[config.mk]
export PLATFORM = sky130hd
export DESIGN_NAME = crcfc_core
export DESIGN_NICKNAME = d
export VERILOG_FILES = /design/src/rtl/core/crcfc_pkg.sv /design/src/rtl/core/crcfc_core.sv
export SDC_FILE = /design/constraint.sdc
export NUM_CORES = 1
export LEC_CHECK = 0
export BUFFER_PORTS_ARGS = -buffer_cell sky130_fd_sc_hd__buf_2
export CORE_MARGIN = 1
export CORE_UTILIZATION = 60
export CTS_CLUSTER_SIZE = 30
export DETAILED_ROUTE_END_ITERATION = 16
export GPL_ROUTABILITY_DRIVEN = 1
export PLACE_DENSITY_LB_ADDON = 0.1
export RECOVER_POWER = 50
export SYNTH_ARGS = -nofsm -noshare
export SYNTH_HDL_FRONTEND = slang
export SYNTH_SLANG_ARGS = --single-unit
export TNS_END_PERCENT = 100
[constraint.sdc]
create_clock -name aclk -period 7.1 [get_ports aclk]
set_input_delay 0.355 -clock aclk [delete_from_list [all_inputs] [get_ports aclk]]
set_output_delay 0.355 -clock aclk [all_outputs]
set_load 0.01 [all_outputs]
[src/rtl/core/crcfc_pkg.sv]
// Shared types, constants and the CRC-32 byte update for the frame checker.
package crcfc_pkg;

    localparam int unsigned HDR_BYTES     = 16;
    localparam int unsigned TRAILER_BYTES = 8;
    localparam int unsigned MIN_FRAME     = HDR_BYTES + TRAILER_BYTES;
    localparam logic [31:0] CRC_POLY      = 32'hEDB8_8320;
    localparam logic [31:0] CRC_INIT      = 32'hFFFF_FFFF;

    localparam logic [31:0] PREFIX_RESET  = 32'h0000_55AA;
    localparam logic [31:0] SUFFIX_RESET  = 32'h0000_AA55;

    // configuration register indexes
    localparam logic REG_PREFIX = 1'b0;
    localparam logic REG_SUFFIX = 1'b1;

    // result kinds
    localparam logic KIND_PAYLOAD = 1'b0;
    localparam logic KIND_STATUS  = 1'b1;

    typedef enum logic [3:0] {
        STATUS_OK        = 4'd0,
        STATUS_SHORT     = 4'd1,
        STATUS_LONG      = 4'd2,
        STATUS_PREFIX    = 4'd3,
        STATUS_LEN_SMALL = 4'd4,
        STATUS_SIZE      = 4'd5,
        STATUS_BODY_BIG  = 4'd6,
        STATUS_SUFFIX    = 4'd7,
        STATUS_CRC       = 4'd8
    } frame_status_t;

    typedef struct packed {
        logic [7:0] data_byte;
        logic       frame_end;
    } in_item_t;

    typedef struct packed {
        logic          result_kind;
        logic [7:0]    payload_byte;
        logic [9:0]    payload_index;
        frame_status_t status;
        logic [31:0]   sequence_number;
        logic [31:0]   command_code;
        logic [9:0]    payload_length;
        logic [31:0]   frame_crc;
    } result_t;

    // Reflected CRC-32 update by one byte, LSB first.
    function automatic logic [31:0] crc_byte(input logic [31:0] crc_in, input logic [7:0] b);
        logic [31:0] c;
        c = crc_in ^ {24'd0, b};
        for (int k = 0; k < 8; k++) begin
            c = c[0] ? ((c >> 1) ^ CRC_POLY) : (c >> 1);
        end
        return c;
    endfunction

endpackage

[src/rtl/core/crcfc_core.sv]
// Frame state, header capture, delayed CRC and end-of-frame checks.
module crcfc_core #(
    parameter int unsigned MAX_FRAME_BYTES = 1024,
    parameter int unsigned MAX_BODY_BYTES  = 1016
) (
    input  logic                aclk,
    input  logic                aresetn,
    input  logic                advance,
    input  crcfc_pkg::in_item_t item,
    input  logic [31:0]         prefix_word,
    input  logic [31:0]         suffix_word,
    output logic                res_valid,
    output crcfc_pkg::result_t  res
);

    localparam int unsigned CNT_W = $clog2(MAX_FRAME_BYTES + 2);
    localparam logic [CNT_W-1:0] CNT_SAT  = CNT_W'(MAX_FRAME_BYTES + 1);
    localparam logic [31:0]      MAX_FRM  = 32'(MAX_FRAME_BYTES);
    localparam logic [31:0]      MAX_BODY = 32'(MAX_BODY_BYTES);

    logic [CNT_W-1:0] count_reg,  count_next;
    logic [31:0]      crc_reg,    crc_next;
    logic [63:0]      recent_reg, recent_next;
    logic [31:0]      seen_prefix_reg,   seen_prefix_next;
    logic [31:0]      seen_sequence_reg, seen_sequence_next;
    logic [31:0]      seen_command_reg,  seen_command_next;
    logic [31:0]      seen_length_reg,   seen_length_next;

    logic [31:0]      pos;
    logic [31:0]      size;
    logic [31:0]      body_idx;
    logic [31:0]      body_len;
    logic [CNT_W-1:0] count_upd;
    logic [31:0]      crc_upd;
    logic [63:0]      recent_upd;
    logic [31:0]      prefix_upd, sequence_upd, command_upd, length_upd;
    crcfc_pkg::frame_status_t status_code;

    always_comb begin
        pos          = 32'(count_reg);
        prefix_upd   = seen_prefix_reg;
        sequence_upd = seen_sequence_reg;
        command_upd  = seen_command_reg;
        length_upd   = seen_length_reg;

        if (pos < crcfc_pkg::HDR_BYTES) begin
            case (count_reg[3:2])
                2'd0:    prefix_upd   = {seen_prefix_reg[23:0], item.data_byte};
                2'd1:    sequence_upd = {seen_sequence_reg[23:0], item.data_byte};
                2'd2:    command_upd  = {seen_command_reg[23:0], item.data_byte};
                default: length_upd   = {seen_length_reg[23:0], item.data_byte};
            endcase
        end

        // feed the byte leaving the eight-byte window
        crc_upd = crc_reg;
        if (pos >= crcfc_pkg::TRAILER_BYTES) begin
            crc_upd = crcfc_pkg::crc_byte(crc_reg, recent_reg[63:56]);
        end
        recent_upd = {recent_reg[55:0], item.data_byte};

        count_upd = (count_reg == CNT_SAT) ? count_reg : count_reg + 1'b1;
        size      = 32'(count_upd);
        body_idx  = pos - crcfc_pkg::HDR_BYTES;
        body_len  = length_upd - crcfc_pkg::TRAILER_BYTES;

        // checks in priority order, first failure wins
        if (size < crcfc_pkg::MIN_FRAME) begin
            status_code = crcfc_pkg::STATUS_SHORT;
        end else if (size > MAX_FRM) begin
            status_code = crcfc_pkg::STATUS_LONG;
        end else if (prefix_upd != prefix_word) begin
            status_code = crcfc_pkg::STATUS_PREFIX;
        end else if (length_upd < crcfc_pkg::TRAILER_BYTES) begin
            status_code = crcfc_pkg::STATUS_LEN_SMALL;
        end else if (({1'b0, length_upd} + 33'(crcfc_pkg::HDR_BYTES)) != {1'b0, size}) begin
            status_code = crcfc_pkg::STATUS_SIZE;
        end else if (body_len > MAX_BODY) begin
            status_code = crcfc_pkg::STATUS_BODY_BIG;
        end else if (recent_upd[31:0] != suffix_word) begin
            status_code = crcfc_pkg::STATUS_SUFFIX;
        end else if (recent_upd[63:32] != ~crc_upd) begin
            status_code = crcfc_pkg::STATUS_CRC;
        end else begin
            status_code = crcfc_pkg::STATUS_OK;
        end

        res       = '0;
        res_valid = 1'b0;
        if (!item.frame_end) begin
            if (pos >= crcfc_pkg::HDR_BYTES && pos < MAX_FRM
                    && length_upd >= crcfc_pkg::TRAILER_BYTES
                    && body_idx < body_len && body_idx < MAX_BODY) begin
                res_valid         = 1'b1;
                res.result_kind   = crcfc_pkg::KIND_PAYLOAD;
                res.payload_byte  = item.data_byte;
                res.payload_index = body_idx[9:0];
            end
        end else begin
            res_valid           = 1'b1;
            res.result_kind     = crcfc_pkg::KIND_STATUS;
            res.status          = status_code;
            res.sequence_number = sequence_upd;
            res.command_code    = command_upd;
            res.payload_length  = (status_code == crcfc_pkg::STATUS_OK) ? body_len[9:0] : 10'd0;
            res.frame_crc       = recent_upd[63:32];
        end

        // drop all frame state after the status
        if (item.frame_end) begin
            count_next         = '0;
            crc_next           = crcfc_pkg::CRC_INIT;
            recent_next        = '0;
            seen_prefix_next   = '0;
            seen_sequence_next = '0;
            seen_command_next  = '0;
            seen_length_next   = '0;
        end else begin
            count_next         = count_upd;
            crc_next           = crc_upd;
            recent_next        = recent_upd;
            seen_prefix_next   = prefix_upd;
            seen_sequence_next = sequence_upd;
            seen_command_next  = command_upd;
            seen_length_next   = length_upd;
        end
    end

    always_ff @(posedge aclk) begin
        if (!aresetn) begin
            count_reg         <= '0;
            crc_reg           <= crcfc_pkg::CRC_INIT;
            recent_reg        <= '0;
            seen_prefix_reg   <= '0;
            seen_sequence_reg <= '0;
            seen_command_reg  <= '0;
            seen_length_reg   <= '0;
        end else if (advance) begin
            count_reg         <= count_next;
            crc_reg           <= crc_next;
            recent_reg        <= recent_next;
            seen_prefix_reg   <= seen_prefix_next;
            seen_sequence_reg <= seen_sequence_next;
            seen_command_reg  <= seen_command_next;
            seen_length_reg   <= seen_length_next;
        end
    end

    a_clear_after_end: assert property (@(posedge aclk) disable iff (!aresetn)
        advance && item.frame_end |=> count_reg == '0 && crc_reg == crcfc_pkg::CRC_INIT)
        else $error("frame state not cleared after last byte");

    a_count_sat: assert property (@(posedge aclk) disable iff (!aresetn)
        count_reg <= CNT_SAT)
        else $error("byte count beyond saturation");

    a_end_gives_status: assert property (@(posedge aclk) disable iff (!aresetn)
        item.frame_end |-> res_valid && res.result_kind == crcfc_pkg::KIND_STATUS)
        else $error("last byte without status result");

    a_payload_clean: assert property (@(posedge aclk) disable iff (!aresetn)
        res_valid && res.result_kind == crcfc_pkg::KIND_PAYLOAD |->
            res.status == crcfc_pkg::STATUS_OK && res.payload_length == 10'd0
            && !item.frame_end)
        else $error("payload result carries status fields");

endmodule

# == Yosys cells after proc, flatten, opt, wreduce, memory -nomap -nowiden ==
# Index checks and enable logic that the tools add are counted.
# word_totals
regBits,235
input_bits,76
output_inout_bits,130
wordCells,86
# classes
addsub,4
n_reduce_logical,7
mux,40
magnitude_cmp,11
n_eq_ne,7
n_bitwise,10
# ops
cell,n
two-way mux 32 bit,22
NOT 13 -> 14 bit,8
two-way mux 110 bit,1
!= test 32 bit,3
two-way mux 64 bit,1
two-way mux 18 bit,2
"adder 32 x 5 -> 33 bit, second input constant",1
!= test 33 x 11 -> 1 bit,1
">= comparator 32 x 4 -> 1 bit, second input constant",1
"greater-than comparator 32 x 10 -> 1 bit, second input constant",1
"< comparator 32 x 10 -> 1 bit, second input constant",1
< comparator 32 bit,1
"< comparator 32 x 4 -> 1 bit, second input constant",1
two-way mux 4 bit,8
NOT 32 bit,1
"subtractor 32 x 4 -> 32 bit, second input constant",1
bitwise XOR 32 x 8 -> 32 bit,1
"< comparator 11 x 5 -> 1 bit, second input constant",2
two-way mux 11 bit,2
"subtractor 11 x 5 -> 12 bit, second input constant",1
"adder 11 x 1 -> 11 bit, second input constant",1
"equality test 11 bit, second input constant",1
">= comparator 11 x 4 -> 1 bit, second input constant",1
">= comparator 11 x 5 -> 1 bit, second input constant",1
other kinds (10),15

# == Logic depth before layout (Yosys ltp) ==
# depth
ltp_word,31
depth_mapped,27
depth_no_buf,22

# == Worst setup path before layout ==
# No wires, ideal clock.
# synth_timing
path_type,reg-to-output
startpoint,register count_reg[4]
endpoint,output port res[118] (netlist name)
slack_ns,0.349
stages_incl_launch_ff,26
arrival_time_ns,6.396
n_path_buf,5
required_time_ns,6.745
cell_sequence,dfxtp_1 clkbuf_1 inv_1 ha_1 buf_2 nor4b_2 and2_1 buf_4 clkbuf_1 mux2i_1 ha_1 nor4b_1 mux2i_1 nand2b_1 xnor2_1 ha_1 a21o_1 a21o_1 a211oi_1 o21bai_1 a21o_1 a2111oi_0 a211o_1 a311oi_2 buf_2 nor3b_1
# synth_rtl
item,line,text
"start, declared",crcfc_core.sv:21,"logic [CNT_W-1:0] count_reg, count_next;"
"start signal, assigned",crcfc_core.sv:139,count_reg <= count_next;
"end, declared",crcfc_core.sv:13,output crcfc_pkg::result_t res

==> results.json <==
{
  "wl_um": 63700,
  "cp-start-kind": "flop",
  "drt_iter0_markers": 2257,
  "layout_common_cells": "nand2_1 (297), dfxtp_1 (235), buf_2 (170)",
  "largest_reg_flops": 64,
  "synth-seq-cells": 235,
  "final_common_cell": "nand2_1",
  "io_pins": 206,
  "max_slew_margin": -1.45,
  "synth_top_area_share": 0.263,
  "crit_type": "flop to output pin",
  "dieArea_sq_um": 30500,
  "post-route-min-period_ns": 6.80,
  "clkSinkCount": 235,
  "seqCellArea_sq_um": 4700,
  "die_height_um": 175,
  "cts.htree.levels": 1,
  "drt-wirelength-per-cell_um": 22.5,
  "grt.overflow.total": 0,
  "hold_viol": 0,
  "final_area_sq_um": 19800,
  "synthCells": 2351,
  "timing.rr.start": "count_reg[7]",
  "synth_enable_flop_cells": 0,
  "final.fill_count": 2474,
  "start_util": 0.617,
  "syn_to_final_growth_pct": 10.5,
  "grt_pass1_vias": 17400,
  "period_share": 0.957,
  "place.gp.congestion": 1.03,
  "cts_tree": "built",
  "min_from": "item[4]",
  "synth_fp_nets": 2466,
  "grt.total_usage": 0.402,
  "p_per_area_nw_per_um2": 150,
  "yosys_most_used_dff": "dfxtp_1",
  "cp-end-kind": "output pin",
  "clk_latency_ns": 0.57,
  "fin_nets": 2546,
  "antenna_found_initial": 1,
  "fmax_mhz": 147,
  "status": "finished, violations left",
  "r2r_cells": 7,
  "synthArstFlopShare": 0,
  "synth_area_leader_cell": "dfxtp_1",
  "place_ws_ns": 0.315,
  "setup_viol": 0,
  "r2r-end": "seen_prefix_reg[24]",
  "die_w_um": 175,
  "core_area_sq_um": 29000,
  "leakage_nw": 7.20,
  "grt_max_degree": 134,
  "synth_area_leaders": "dfxtp_1 (26%), nand2_1 (6.2%), xnor2_1 (6.0%)",
  "drcViolationCount": 0,
  "worstPathRequired_ns": 6.74,
  "drtAntennaViolNets": 0,
  "synth.avg_cell_area_sq_um": 7.61,
  "drive_gt1_frac": 0.126,
  "drv_cap": 5,
  "holdPathEnd": "seen_command_reg[3]",
  "violations": "max-capacitance violations, max-slew violations",
  "worstHoldPathType": "input pin to flop",
  "placed_cell_area_sq_um": 18900,
  "grt_pass1_wl_um": 97900,
  "critPathArrivalTime_ns": 6.44,
  "root_buffer": "clkbuf_16",
  "drt_first_pass_iters": 6,
  "io_buffers": 205,
  "whs_ns": 0.377,
  "yosys_warnings": 0,
  "whs_path_depth": 3,
  "multiInputGateArea_sq_um": 12000,
  "netlist-cell-type-count": 90,
  "vdd_drop_max_mv": 0.177,
  "critPathMaxFanout": 20,
  "yosysSeqAreaShare": 0.263,
  "finalPower_w": 0.00296,
  "row_count": 62,
  "cts.clk_slew.worst_paths_ns": 0.07,
  "setup_ws_ns": 0.304,
  "cts_made_buffers": 27,
  "worst_clock_skew_ns": 0.0126,
  "cts_buffer_depth": 3,
  "fin_tns_setup_ns": 0,
  "num_vias": 18700,
  "hpwl_um": 44300,
  "synth_area_sq_um": 17900,
  "ff2ff_setup_slack_ns": 2.06,
  "rsz0062_at_grt": "false",
  "drv_slew": 320,
  "viasPerCell": 6.61,
  "tightest_slew_ns": 3.68
}
## power breakdown
group          switching (W)  internal [W]
clock network       0.000608      0.000816
registers         0.00000848       0.00132
logic               0.000136     0.0000656
total               0.000753       0.00221
## metrics by stage
| step | std cells | utilization |
|---|---|---|
| 3_5_place_dp | 2785 | 0.653 |
| 5_1_grt | 2833 | 0.682 |
| 3_3_place_gp | 2785 | 0.653 |
| 2_1_floorplan | 2351 | - |
| 4_1_cts | 2832 | 0.684 |
| 6_report | 2834 | 0.682 |
## routing by layer
metal	track usage	part of all wire	up-vias
met2	0.615	0.44	1162
met5	0	0	-
met3	0.0685	0.10	248
met1	0.544	0.41	8834
li1	-	-	8495
met4	0.200	0.053	0
## critical path, stage by stage, from the launching register on
cell and delay [ns]:
dfxtp_1 0.45, or4_4 0.58, buf_4 0.25, nor3_4 0.51
nand2_1 0.10, nand2_1 0.18, ha_1 0.31, inv_1 0.20
or4_1 0.65, o2bb2ai_1 0.26, or3_1 0.41, nor4b_1 0.58
o211ai_1 0.21, nor4_1 0.42, o211ai_1 0.28, a21oi_1 0.30
buf_2 0.18
## worst max-delay path by stage
stage	startpoint	to	slack, ns	cells after the start
after global routing	count_reg[4]	res[127]	0.03	23
final	count_reg[7]	res[107]	0.30	16
after detailed placement	count_reg[4]	res[117]	0.31	23
after floorplan	count_reg[4]	res[118]	0.35	25
after global placement	count_reg[4]	res[124]	0.55	20
after CTS	count_reg[4]	res[117]	0.05	23
## cell type report
| cell class | count | area share |
|---|---|---|
| Inverter | 129 | 0.0245 |
| Multi-Input combinational cell | 1792 | 0.605 |
| Tap cell | 384 | 0.0243 |
| Sequential cell | 235 | 0.238 |
| Antenna cell | 1 | 0.000126 |
| Clock inverter | 14 | 0.00772 |
| Clock buffer | 33 | 0.0373 |
| Timing Repair Buffer | 246 | 0.0637 |
## cell families (layout without fill, tap and decap cells)
family          count (synthesis)  after routing  share of synthesized area
simple gates                  923            923                      0.274
mux                            70             70                     0.0400
fa+ha+maj                      41             41                     0.0284
flops                         235            235                      0.263
other cells                     0              1                          0
compound gates                544            544                      0.204
buf+inv                       324            422                     0.0719
xor+xnor                      214            214                      0.119
## Yosys cell counts (12+ instances only)
cell type,instances
a211oi_1,13
a21oi_1,118
a22oi_1,91
a32oi_1,24
and2_1,91
and3_1,12
buf_1,13
clkbuf_1,162
dfxtp_1,235
ha_1,39
inv_1,128
mux2i_1,58
nand2_1,297
nand3_1,49
nand4_1,47
nor2_1,99
nor2b_1,125
nor3_1,50
nor3b_1,15
nor4_1,49
o21ai_0,54
o22ai_1,129
or3_1,15
xnor2_1,123
xnor3_1,15
xor2_1,71
## timing repair
action	CTS	global route
hold buffers	0	0
endpoints found under the hold margin	0	0
buffers inserted	0	1
resized for setup	4	9
endpoints found under the setup margin	19	19
(Power assumes the default switching activity.)
